===== config.mk =====
export PLATFORM = sky130hd
export DESIGN_NAME = spe_cordic_stage
export DESIGN_NICKNAME = d
export VERILOG_FILES = /design/src/hdl/spe_pkg.sv /design/src/hdl/spe_cordic_stage.sv
export SDC_FILE = /design/constraint.sdc
export NUM_CORES = 1
export LEC_CHECK = 0
export BUFFER_PORTS_ARGS = -buffer_cell sky130_fd_sc_hd__buf_4
export CAP_MARGIN = 20
export CELL_PAD_IN_SITES_DETAIL_PLACEMENT = 0
export CELL_PAD_IN_SITES_GLOBAL_PLACEMENT = 1
export CORE_UTILIZATION = 30
export DETAILED_ROUTE_END_ITERATION = 8
export PLACE_DENSITY_LB_ADDON = 0.25
export SLEW_MARGIN = 5
export SYNTH_ARGS = -nofsm -noshare
export SYNTH_HDL_FRONTEND = slang
export SYNTH_SLANG_ARGS = --single-unit

===== constraint.sdc =====
create_clock -name i_clk -period 17.4 [get_ports i_clk]
set_clock_uncertainty 0.2 [all_clocks]
set_input_delay 2.61 -clock i_clk [delete_from_list [all_inputs] [get_ports i_clk]]
set_output_delay 2.61 -clock i_clk [all_outputs]
set_load 0.02 [all_outputs]

===== src/hdl/spe_pkg.sv =====
`default_nettype none

package spe_pkg;

    // Datapath widths.
    localparam int PHASE_W       = 48;
    localparam int CXY_W         = 34;
    localparam int CZ_W          = 33;
    localparam int TERM_W        = 14;
    localparam int CORDIC_STEPS  = 18;
    localparam int STAGE_STEPS   = 3;
    localparam int CORDIC_STAGES = CORDIC_STEPS / STAGE_STEPS;
    localparam int PAIRS         = 128;

    typedef logic signed [CXY_W-1:0] t_cxy;
    typedef logic signed [CZ_W-1:0]  t_cz;

    // Fixed-point constants of the encoding.
    localparam logic [63:0] LOG2_1E4_Q32 = 64'd57070290109;
    localparam logic [63:0] INV_2PI_Q32  = 64'd683565276;
    // Two pi in nanoradians is 2^32 plus this remainder.
    localparam logic [63:0] TWO_PI_LO    = 64'd1988218011;
    localparam logic [63:0] ROUND_Q32    = 64'd2147483648;
    localparam t_cxy CORDIC_GAIN_Q30     = 34'sd652032874;
    localparam t_cxy Q12_ROUND           = 34'sd131072;
    localparam t_cxy TERM_HI             = 34'sd4096;
    localparam t_cxy TERM_LO             = -34'sd4096;

    // Arctangent of 2^-i in nanoradians.
    localparam t_cz ATAN_NRAD [CORDIC_STEPS] = '{
        33'sd785398163, 33'sd463647609, 33'sd244978663, 33'sd124354995,
        33'sd62418810,  33'sd31239833,  33'sd15623729,  33'sd7812341,
        33'sd3906230,   33'sd1953123,   33'sd976562,    33'sd488281,
        33'sd244141,    33'sd122070,    33'sd61035,     33'sd30518,
        33'sd15259,     33'sd7629
    };

    typedef enum logic [1:0] {
        QUAD_I,
        QUAD_II,
        QUAD_III,
        QUAD_IV
    } t_quad;

    // Sideband that travels with each item down the pipeline.
    typedef struct packed {
        logic               valid;
        logic               use_cos;
        logic               in_range;
        t_quad              quad;
        logic signed [15:0] embed;
    } t_spe_ctrl;

    typedef struct packed {
        logic signed [15:0] embed_value;
        logic [8:0]         position;
        logic [7:0]         hidden_index;
    } t_spe_in;

    typedef struct packed {
        logic signed [15:0] sum_value;
        logic               saturated;
    } t_spe_out;

    // Integer square root, used only while the frequency table is built.
    function automatic logic [63:0] sqrt_floor(input logic [63:0] v_in);
        logic [63:0] v;
        logic [63:0] r;
        logic [63:0] bitv;
        v    = v_in;
        r    = '0;
        bitv = 64'd1 << 62;
        for (int k = 0; k < 32; k++) begin
            if (v >= r + bitv) begin
                v = v - (r + bitv);
                r = (r >> 1) + bitv;
            end else begin
                r = r >> 1;
            end
            bitv = bitv >> 2;
        end
        return r;
    endfunction

    // Frequency in Q48 turns per position from the Q32 exponent y = log2 of the divisor.
    function automatic logic [PHASE_W-1:0] freq_from_y(input logic [63:0] y);
        logic [63:0] c;
        logic [63:0] m;
        logic [31:0] n;
        logic [31:0] f;
        logic [63:0] p;
        n = y[63:32];
        f = y[31:0];
        c = 64'd1 << 31;
        m = 64'd1 << 32;
        for (int b = 31; b >= 0; b--) begin
            c = sqrt_floor(c << 32);
            if (f[b]) begin
                m = (m * c + ROUND_Q32) >> 32;
            end
        end
        p = (m * INV_2PI_Q32) >> (16 + n);
        if (n > 32'd40) begin
            p = '0;
        end
        return p[PHASE_W-1:0];
    endfunction

endpackage

`default_nettype wire


===== src/hdl/spe_cordic_stage.sv =====
`default_nettype none

module spe_cordic_stage
    import spe_pkg::*;
#(
    parameter int FIRST = 0
) (
    input  wire logic      i_clk,
    input  wire logic      i_rst_n,
    input  wire t_spe_ctrl i_ctrl,
    input  wire t_cxy      i_x,
    input  wire t_cxy      i_y,
    input  wire t_cz       i_z,
    output t_spe_ctrl      o_ctrl,
    output t_cxy           o_x,
    output t_cxy           o_y,
    output t_cz            o_z
);

    t_spe_ctrl r_ctrl;
    t_cxy      r_x, r_y, n_x, n_y;
    t_cz       r_z, n_z;

    // Rotation-mode micro-rotations, driving the residual angle toward zero.
    always_comb begin : iter
        t_cxy x;
        t_cxy y;
        t_cxy nx;
        t_cz  z;
        x  = i_x;
        y  = i_y;
        z  = i_z;
        nx = i_x;
        for (int k = 0; k < STAGE_STEPS; k++) begin
            if (z >= 0) begin
                nx = x - (y >>> (FIRST + k));
                y  = y + (x >>> (FIRST + k));
                z  = z - ATAN_NRAD[FIRST + k];
            end else begin
                nx = x + (y >>> (FIRST + k));
                y  = y - (x >>> (FIRST + k));
                z  = z + ATAN_NRAD[FIRST + k];
            end
            x = nx;
        end
        n_x = x;
        n_y = y;
        n_z = z;
    end

    // Stage register; the control word is reset, the datapath is not.
    always_ff @(posedge i_clk) begin
        if (!i_rst_n) begin
            r_ctrl <= '0;
        end else begin
            r_ctrl <= i_ctrl;
        end
        r_x    <= n_x;
        r_y    <= n_y;
        r_z    <= n_z;
    end

    assign o_ctrl = r_ctrl;
    assign o_x    = r_x;
    assign o_y    = r_y;
    assign o_z    = r_z;

endmodule

`default_nettype wire

======== After elaboration in Yosys (flattened, before gate mapping) ========
Cells that the tools add are included.
cells by class
  add/subtract/negate cells ............... 17
  $lt $le $gt $ge ......................... 3
  muxes and demuxes ....................... 9
operators with widths
  operator                number
  $mux 34                 6
  $ge 33x1->1 const B     3
  $mux 33                 3
  $add 34x32->34          2
  $add 34x33->34          2
  $sub 34x32->34          2
  $sub 34x33->34          2
  $sub 34x34->34          2
  $add 34x34->34          1
  $add 33x29->33 const B  1
  $add 33x30->33 const B  1
  $add 33x31->33 const B  1
  $sub 33x29->33 const B  1
  $sub 33x30->33 const B  1
  $sub 33x31->33 const B  1
word-level totals
  flip-flop bits (word level) ............. 122
  output and inout bits ................... 122
  logic and storage cells ................. 37

======== Logic depth before layout (Yosys ltp) ========
Gate-level depths: netlist of the first run.
  word-level depth ........................ 6
  gate-level depth with buffers ........... 51

======== Least setup slack after synthesis of the first run ========
OpenSTA, ideal clock, no wires.
  path type ............................... input -> register
  start point ............................. input port i_z[32]
  end point ............................... register r_x[32] (netlist: o_x[32])
  setup time .............................. 0.119 ns
  data arrival time ....................... 13.493 ns
  slack ................................... 3.588 ns
  stages .................................. 49
  path buffers ............................ 7
  path through ............................ inv_1 -> clkbuf_1 -> clkbuf_1 -> buf_2 -> buf_1 -> ha_1 -> a21oi_1 -> o21bai_1 -> a21oi_1 -> o21bai_1 -> a211o_1 -> a21oi_1 -> o21ai_0 -> a221o_1 -> a21oi_1 -> a31oi_1 -> or4b_2 -> nand2_1 -> [13 not listed] -> clkbuf_1 -> o31ai_1 -> xor2_1 -> ha_1 -> a21oi_1 -> nand4bb_1 -> a2111oi_0 -> o31ai_1 -> o21ai_0 -> a21oi_1 -> a31oi_1 -> o21ai_0 -> a21oi_1 -> o21ai_0 -> a2111oi_0 -> nor3_1 -> maj3_1 -> xor2_1
on the way
  word-level cells in the longest chain between the ends .. 6
  elaborated cells on any way between the ends .. 20
RTL lines
  item                                          line                    text
  from (decl)                                   spe_cordic_stage.sv:13  input wire t_cz i_z,
  $ge 33x1->1, or another cell as far along     spe_cordic_stage.sv:35  if (z >= 0) begin
  $mux 34 / $mux 33 (equally long branches)     spe_cordic_stage.sv:35
  $add 34x33->34, or another cell as far along  spe_cordic_stage.sv:40  nx = x + (y >>> (FIRST + k));
  $mux 34 / $mux 33 (equally long branches)     spe_cordic_stage.sv:35
  $add 34x32->34, or another cell as far along  spe_cordic_stage.sv:40
  $mux 34 (*)                                   spe_cordic_stage.sv:35
  net iter.nx[32]                               spe_cordic_stage.sv:28  t_cxy nx;
  to (signal assigned)                          spe_cordic_stage.sv:58  r_x <= n_x;
  to (decl)                                     spe_cordic_stage.sv:21  t_cxy r_x, r_y, n_x, n_y;
The timed path passes the listed nets; every way through them passes the cells marked *.
A chain may end at the register's enable or synchronous reset.

======== Worst setup path after layout of the first run ========
Same ends and word-level chain as after synthesis.

==> flow_metrics.py, run 1 <==
metrics = {
    "run_status": {
        "outcome": "completed",
    },
    "synthesis": {
        "syn_avg_cell_area_sq_um": 7.347,
        "synth_top_family_by_area": "compound AO/OA/AOI/OAI gates",
        "synth_top_area_share_pct": 18.12,
        "synth_fp_nets": 3563,
        "muxShareOfSynthArea_pct": 0.4174,
        "ys.warnings.count": 0,
        "synth-simple-area-share_pct": 20.04,
        "synth_compound_area_share_pct": 30.42,
        "seq_area_frac_synth_pct": 10.72,
        "yosysUniqueCellTypes": 100,
        "ys.flop_type": "dfxtp_1",
        "synth_edf_count": 0,
        "syn-instance-count": 3101,
        "synth_adder_area_share_pct": 18.92,
        "ys_ff_latch": 122,
        "synth_top_area_cell": "ha_1",
        "synth-xor-area-share_pct": 14.07,
        "ys_async_sr_fraction_pct": 0,
        "synth_area_leaders": "ha_1, dfxtp_1, xnor2_1",
        "syn_area_sq_um": 22780,
    },
    "critical_path": {
        "cp.arrival_ns": 14.29,
        "path_class": "in -> reg",
        "worstPathMaxFanout": 69,
        "cp_common_cell": "a21oi_1",
        "start_kind": "input pin",
        "crit_family": "compound AO/OA/AOI/OAI gates",
        "cp.required_ns": 17.54,
        "worst_setup_path_end_kind": "flop",
        "cp.depth": 44,
        "worst_path_largest_cell_delay_ns": 0.73,
        "cp_num_buf_inv": 4,
        "cpMaxStageDelayCell": "a2111oi_0",
    },
    "floorplanning": {
        "die_area_sq_um": 77050,
        "io_pins": 246,
        "core_area_sq_um": 74820,
        "die_x_um": 277.6,
        "fp.dieH_um": 277.6,
        "num_rows": 100,
        "initial_core_util_pct": 30.45,
    },
    "detailed_routing": {
        "drc_errors": 0,
        "wire_per_inst_um": 17.97,
        "dr.first_iter.drc_count": 1381,
        "detail-route-antenna-nets": 0,
        "drt-pass1-iter-count": 5,
        "vias": 22950,
        "finalWirelength_mm": 76.88,
        "detail_route.vias_per_cell": 5.366,
    },
    "timing": {
        "post-route-min-period_ns": 14.14,
        "hold_viol": 0,
        "relSlewSlack_pct": 26.11,
        "tightest_slew_ns": 1.108,
        "timing.final.ws_setup_ns": 3.257,
        "setup_viol": 0,
        "fin_crit_sh_pct": 81.28,
        "rsz0062_at_grt": "no",
        "slew_viol_final": 0,
        "setup_tns_ns": 0,
        "fmax_ghz": 0.07071,
    },
    "placement": {
        "portBuffers": 245,
        "dp_slack_ns": 2.850,
        "place_congestion": 0.8620,
        "dp.final_hpwl_mm": 64.24,
    },
    "layout": {
        "multiInputGateArea_sq_um": 19120,
        "ff_latch_area_sq_um": 2442,
        "layout-drive-gt1-share_pct": 11.01,
        "fillers": 8153,
        "fin_nets": 3757,
        "area_growth_pct": 15.09,
    },
    "clock_network": {
        "h-tree-depth": 4,
        "cts_buffer_depth": 2,
        "cts.sinks": 122,
        "cts-root-buf": "clkbuf_16",
        "cts_tree": "built",
        "cts-buffers-inserted": 17,
        "ctsResizeCount": 0,
        "clk_pin_slew_ns": 0.06,
        "cts_setup_buffers": 0,
        "hold_buffers": 0,
    },
    "global_routing": {
        "grt_pass1_vias": 21410,
        "antenna_found_initial": 2,
        "grt_usage_pct": 19.37,
        "grt_pass1_wl_mm": 120.3,
        "grt.overflow.total": 0,
        "grt_max_degree": 104,
    },
    "min_path": {
        "hp-class": "in -> reg",
        "holdPathStages": 2,
        "whs_endpoint": "o_ctrl[14]",
        "worstHoldStart": "i_ctrl[14]",
    },
    "flow_run": {
        "maxCapViolCount": 0,
    },
}
## layout by cell type, fill, tap and decap left out, types with 13 or more instances in the layout
cell type  instances
ha_1             330
a21oi_1          306
buf_4            252
xnor2_1          251
inv_1            240
nor2_1           237
o21ai_0          190
nand2_1          167
a21o_1           125
dfxtp_1          122
xor2_1           113
nor3_1            89
a31oi_1           57
nand3_1           53
and2_1            47
o21a_1            46
nor2b_1           43
nand4_1           42
o21bai_1          40
nand2b_1          40
a211oi_1          38
o31ai_1           37
or3_1             33
and3_1            29
o211ai_1          28
or2_2             27
a21boi_0          17
nor4_1            17
clkbuf_16         17
or4_1             15
a31o_2            13
a211o_1           13
## how the worst max path moves through the flow
stage,slack [ns],from,to
6_report,3.26,i_z[32],o_x[32]
5_1_grt,2.20,i_z[32],o_x[32]
4_1_cts,3.32,i_z[32],o_x[32]
3_5_place_dp,2.85,i_z[32],o_x[32]
3_3_place_gp,3.03,i_z[32],o_x[32]
2_1_floorplan,3.59,i_z[32],o_x[32]
## state kept, by name (all words and copies together), names as in the netlist
register and cells:
o_ctrl 21, o_z 33, o_x 34, o_y 34
## cell families (layout without fill, tap and decap cells)
logic type                 Yosys count  after routing
AOI/OAI and AO/OA                 1058           1058
and+or+nand+nor                    888            888
xor gates and xnor gates           365            365
adders and majority gates          340            340
buffers and inverters              319            525
DFF                                122            122
muxes                                9              9
other                                0              1
## cell usage after synthesis (20+ instances only)
| cell type | instances |
|---|---|
| or3_1 | 33 |
| nor2b_1 | 43 |
| nor2_1 | 237 |
| o21a_1 | 46 |
| o21bai_1 | 40 |
| o31ai_1 | 37 |
| ha_1 | 330 |
| xnor2_1 | 251 |
| o21ai_0 | 190 |
| and2_1 | 47 |
| buf_2 | 20 |
| clkbuf_1 | 49 |
| o211ai_1 | 28 |
| a21oi_1 | 306 |
| nand4_1 | 42 |
| a21o_1 | 125 |
| dfxtp_1 | 122 |
| inv_1 | 241 |
| nor3_1 | 89 |
| nand2_1 | 167 |
| nand3_1 | 53 |
| and3_1 | 29 |
| nand2b_1 | 40 |
| or2_2 | 27 |
| xor2_1 | 113 |
| a31oi_1 | 58 |
| a211oi_1 | 38 |
## final cells by class
class | instances | area share, %
antenna | 1 | 0.009544
clock buffer | 19 | 1.728
clock inverter | 12 | 0.7158
inverter | 242 | 3.465
multi-input combinational | 2660 | 72.93
sequential | 122 | 9.315
tap | 969 | 4.624
timing repair buffer | 252 | 7.215
## routing by layer
metal	part of all wire [%]	wire, um	track usage (%)	up-vias
li1	-	-	-	11700
met1	52	40200	28.84	10670
met2	43	32740	29.61	520
met3	3.8	2917	2.038	53
met4	1.3	1022	4.080	0
met5	0	0	0	-
## through the flow
stage / utilization, % / std cells / hold WS (ns) / area [sq um]
4_1_cts: 35.04 / 4276 / 2.112 / 26220
6_report: 35.04 / 4277 / 2.150 / 26220
5_1_grt: 35.04 / 4277 / 2.123 / 26220
2_1_floorplan: - / 3101 / 2.532 / 22780
3_3_place_gp: 34.18 / 4245 / 2.617 / 25580
3_5_place_dp: 34.18 / 4245 / 2.617 / 25580
Power of run 1 is not shown: default switching activity piles up to over one toggle a cycle in this logic, so the estimate is an artifact.
==> run 2, diff against run 1 <==
==> constraint.sdc (replaced) <==
create_clock -name i_clk -period 13.1 [get_ports i_clk]
set_clock_uncertainty 0.2 [all_clocks]
set_input_delay 1.965 -clock i_clk [delete_from_list [all_inputs] [get_ports i_clk]]
set_output_delay 1.965 -clock i_clk [all_outputs]
set_load 0.02 [all_outputs]
==> run 2 against run 1 <==
Via count fell by 0.75%. Design area barely moved. Routed wire length fell by 0.29%. Critical path depth did not move. Flip-flop and latch count did not move. Highest routed layer unchanged.
==> flow_metrics.py, run 2 (synthesis gave the netlist of run 1 again) <==
metrics = {
    "clock_network": {
        "cts.sinks": 122,
        "hold_buffers": 0,
        "cts_buffer_depth": 2,
        "h-tree-depth": 4,
        "cts-root-buf": "clkbuf_16",
        "cts_tree": "built",
        "cts-buffers-inserted": 17,
        "clk_pin_slew_ns": 0.06,
    },
    "layout": {
        "multiInputGateArea_sq_um": 19120,
        "ff_latch_area_sq_um": 2442,
        "area_growth_pct": 15.13,
        "layout-drive-gt1-share_pct": 11.19,
        "fillers": 8125,
        "final_cell_mix": "ha_1, a21oi_1, buf_4",
        "diodes": 0,
        "fin_nets": 3765,
        "fin_area_sq_um": 26230,
        "layout_commonest_cell": "ha_1",
    },
    "timing": {
        "setup_viol": 0,
        "setup_tns_ns": 0,
        "tightest_slew_ns": 1.020,
        "post-route-min-period_ns": 12.33,
        "slew_viol_final": 0,
        "fmax_ghz": 0.08108,
        "relSlewSlack_pct": 31.31,
        "fin_crit_sh_pct": 94.15,
        "rsz0062_at_grt": "no",
        "hold_viol": 0,
    },
    "floorplanning": {
        "io_pins": 246,
        "num_rows": 100,
        "die_x_um": 277.6,
        "core_area_sq_um": 74820,
        "die_area_sq_um": 77050,
        "initial_core_util_pct": 30.45,
        "fp.dieH_um": 277.6,
    },
    "critical_path": {
        "cp.arrival_ns": 12.47,
        "start_kind": "input pin",
        "cp_common_cell": "a21oi_1",
        "cp.required_ns": 13.24,
        "worst_setup_path_end_kind": "flop",
        "path_class": "in -> reg",
        "worst_path_largest_cell_delay_ns": 0.70,
        "cpMaxStageDelayCell": "or4b_2",
        "worstPathMaxFanout": 17,
    },
    "detailed_routing": {
        "drt-pass1-iter-count": 5,
        "vias": 22780,
        "detail-route-antenna-nets": 0,
        "detail_route.vias_per_cell": 5.317,
        "drc_errors": 0,
        "finalWirelength_mm": 76.65,
        "dr.first_iter.drc_count": 1382,
        "wire_per_inst_um": 17.89,
    },
    "placement": {
        "dp.final_hpwl_mm": 64.49,
        "placed_area_sq_um": 25640,
        "place_congestion": 0.8548,
        "portBuffers": 245,
    },
    "global_routing": {
        "grt_max_degree": 74,
        "antenna_found_initial": 0,
        "grt_usage_pct": 19.42,
        "grt_pass1_wl_mm": 120.9,
        "grt_pass1_vias": 21510,
        "grt.overflow.total": 0,
    },
    "min_path": {
        "hp-class": "in -> reg",
        "holdPathStages": 2,
    },
    "flow_run": {
        "maxCapViolCount": 0,
    },
    "run_status": {
        "outcome": "completed",
    },
}
## run 2: changes by cell type in the layout (fill, tap and decap cells not counted), sizes merged
cell	delta
buf	+8
inv	-1
diode	-1
bufinv	-2
clkinvlp	+3
## run 2: worst paths after layout
| kind | slack, ns | startpoint | to |
|---|---|---|---|
| setup / recovery | 0.77 | i_z[32] | o_x[32] |
| hold / removal | 1.51 | i_ctrl[14] | o_ctrl[14] |
## run 2: area by class of cell
class / count / area share (%)
tap: 969 / 4.622
timing repair buffer: 260 / 7.470
clock buffer: 19 / 1.689
multi-input combinational: 2660 / 72.90
clock inverter: 12 / 0.5390
inverter: 242 / 3.463
sequential: 122 / 9.312
## run 2: critical path: cells and delay by family
family | cells | cell delay, ns
xor+xnor | 2 | 0.22
buf+inv | 3 | 0.56
fa+ha+maj | 4 | 1.27
compound gates | 26 | 6.11
simple gates | 9 | 2.33
## run 2: layer usage
| metal | vias up | wire, um | GRT usage [%] | part of all wire, % |
|---|---|---|---|---|
| met2 | 495 | 32460 | 29.66 | 42 |
| met3 | 42 | 3045 | 2.055 | 4.0 |
| met5 | - | 0 | 0 | 0 |
| li1 | 11740 | - | - | - |
| met4 | 0 | 652 | 3.046 | 0.85 |
| met1 | 10500 | 40500 | 29.31 | 53 |
## run 2: through the flow
stage,utilization [%],worst slack (ns),instances,hold slack [ns]
floorplan,-,0.2892,3101,1.887
global placement,34.26,0.2799,4253,1.972
detailed placement,34.26,0.1517,4253,1.971
CTS,35.04,0.6354,4284,1.466
global route,35.06,0.002051,4284,1.489
finish,35.06,0.7668,4284,1.510
## run 2: what timing repair did
action                                  4_1_cts  5_1_grt
setup buffers                                 0        0
endpoints found under the setup margin        0        2
gates resized for setup                       0        3
Power of run 2 is left out for the same reason.
==> run 3, diff against run 2 <==
--- a/config.mk
+++ b/config.mk
@@ -5,12 +5,14 @@
 export SDC_FILE = /design/constraint.sdc
 export NUM_CORES = 1
 export LEC_CHECK = 0
+export ABC_CLOCK_PERIOD_IN_PS = 13100
 export BUFFER_PORTS_ARGS = -buffer_cell sky130_fd_sc_hd__buf_4
 export CAP_MARGIN = 20
 export CELL_PAD_IN_SITES_DETAIL_PLACEMENT = 0
 export CELL_PAD_IN_SITES_GLOBAL_PLACEMENT = 1
 export CORE_UTILIZATION = 30
 export DETAILED_ROUTE_END_ITERATION = 8
+export GPL_TIMING_DRIVEN = 0
 export PLACE_DENSITY_LB_ADDON = 0.25
 export SLEW_MARGIN = 5
 export SYNTH_ARGS = -nofsm -noshare
==> run 3 against run 2 <==
Sequential share of layout area shrank 0.20 points. First-iteration DRC count grew 23%. Core utilization is 0.78 points higher. Worst setup slack worse by 0.12 ns. Global-route usage is 0.97 points higher. Final cell count increased by 1.7%. Routed wire length grew 5.9%. Maximum frequency shrank 0.98%. Flip-flop and latch count stayed put. Via count is 2.2% higher. Design area rose by 2.2%. Non-clock buffer count rose by 70.
==> flow_metrics.py, run 3 (synthesis gave the netlist of run 1 again) <==
metrics = {
    "global_routing": {
        "antenna_found_initial": 3,
        "grt.overflow.total": 0,
        "grt_usage_pct": 20.39,
        "grt_pass1_wl_mm": 125.3,
        "grt_pass1_vias": 21890,
        "grt_max_degree": 27,
    },
    "timing": {
        "setup_tns_ns": 0,
        "hold_viol": 0,
        "slew_viol_final": 0,
        "fin_crit_sh_pct": 95.08,
        "rsz0062_at_grt": "no",
        "tightest_slew_ns": 0.9306,
        "fmax_ghz": 0.08028,
        "post-route-min-period_ns": 12.46,
        "relSlewSlack_pct": 36.36,
        "setup_viol": 0,
    },
    "placement": {
        "portBuffers": 245,
        "place_congestion": 0.9014,
        "dp.final_hpwl_mm": 68.38,
    },
    "run_status": {
        "outcome": "completed",
    },
    "floorplanning": {
        "die_x_um": 277.6,
        "core_area_sq_um": 74820,
        "num_rows": 100,
        "io_pins": 246,
        "die_area_sq_um": 77050,
        "initial_core_util_pct": 30.45,
        "fp.dieH_um": 277.6,
    },
    "layout": {
        "area_growth_pct": 17.68,
        "layout_commonest_cell": "ha_1",
        "final_util_pct": 35.83,
        "fin_nets": 3835,
        "final_cell_mix": "ha_1, a21oi_1, buf_4",
        "layout-drive-gt1-share_pct": 12.76,
    },
    "detailed_routing": {
        "finalWirelength_mm": 81.16,
        "drt-pass1-iter-count": 6,
        "drc_errors": 0,
        "wire_per_inst_um": 18.62,
        "detail-route-antenna-nets": 0,
        "vias": 23290,
        "detail_route.vias_per_cell": 5.344,
        "dr.first_iter.drc_count": 1698,
    },
    "critical_path": {
        "start_kind": "input pin",
        "worst_setup_path_end_kind": "flop",
        "worstPathMaxFanout": 26,
        "cp.arrival_ns": 12.59,
        "cp_common_cell": "a21oi_2",
        "cp.required_ns": 13.23,
        "path_class": "in -> reg",
        "worst_path_largest_cell_delay_ns": 0.69,
        "cpMaxStageDelayCell": "or4b_2",
    },
    "clock_network": {
        "clk_pin_slew_ns": 0.06,
        "cts_tree": "built",
        "cts_buffer_depth": 2,
        "cts-buffers-inserted": 17,
        "cts.sinks": 122,
        "h-tree-depth": 4,
        "cts-root-buf": "clkbuf_16",
    },
    "flow_run": {
        "maxCapViolCount": 0,
    },
    "min_path": {
        "hp-class": "in -> reg",
    },
}
==> run 3: cell types whose count changed in the layout (fill, tap and decap cells not counted), moves of 5 or more <==
cell	change
clkbuf_1	+35
o21ai_0	-6
buf_2	+19
a21oi_1	-7
a21oi_2	+7
o21ai_1	+5
==> run 3: path summary, 6_finish.rpt <==
check,start,endpoint,slack (ns),cells after the start
worst max-delay path,i_z[32],o_x[32],0.64,46
worst min-delay path,i_ctrl[13],o_ctrl[13],1.52,2
==> run 3: metal layers <==
metal  vias to the layer above  part of all wire, %  GRT usage, %
met5                         -                    0             0
met4                         0                  2.1         6.007
met3                        74                  4.6         2.089
met2                       621                   43         31.51
met1                     10720                   50         29.52
li1                      11870                    -             -
==> run 3: metrics by stage <==
| step | cell area (sq um) | hold slack, ns | setup slack [ns] | std cells |
|---|---|---|---|---|
| after floorplan | 22780 | 1.887 | 0.2892 | 3101 |
| after global placement | 25830 | 1.972 | -5.303 | 4315 |
| after detailed placement | 25840 | 1.974 | -4.101 | 4315 |
| after CTS | 26650 | 1.475 | 0.04618 | 4350 |
| after global routing | 26810 | 1.491 | 0.03008 | 4358 |
| final | 26810 | 1.520 | 0.6443 | 4358 |
==> run 3: final cells by class <==
cell class / count / area [sq um]
diodes: 3 / 7.507
plain buffers: 73 / 374.1
clock buffers: 18 / 429.2
clock inverters: 14 / 209.0
fillers: 8144 / 48010
inverters: 242 / 915.9
multi-input cells: 2660 / 19280
flip-flops and latches: 122 / 2442
well taps: 969 / 1212
repair buffers: 257 / 1937
==> run 3: timing repair <==
| item | 4_1_cts | 5_1_grt |
|---|---|---|
| hold buffers | 0 | 0 |
| setup buffers | 7 | 5 |
| gates resized for setup | 37 | 38 |
| endpoints found under the setup margin | 92 | 13 |
| pin swaps | 3 | 8 |
==> run 3: worst max-delay path, delay by kind of cell <==
kind                     cells  cell delay, ns
AO/OA/AOI/OAI               25            5.18
AND/OR/NAND/NOR              8            2.17
adder cells (fa/ha/maj)      4            1.42
buffers and inverters        6            1.32
XOR/XNOR                     3            0.48
Power of run 3 is left out for the same reason.
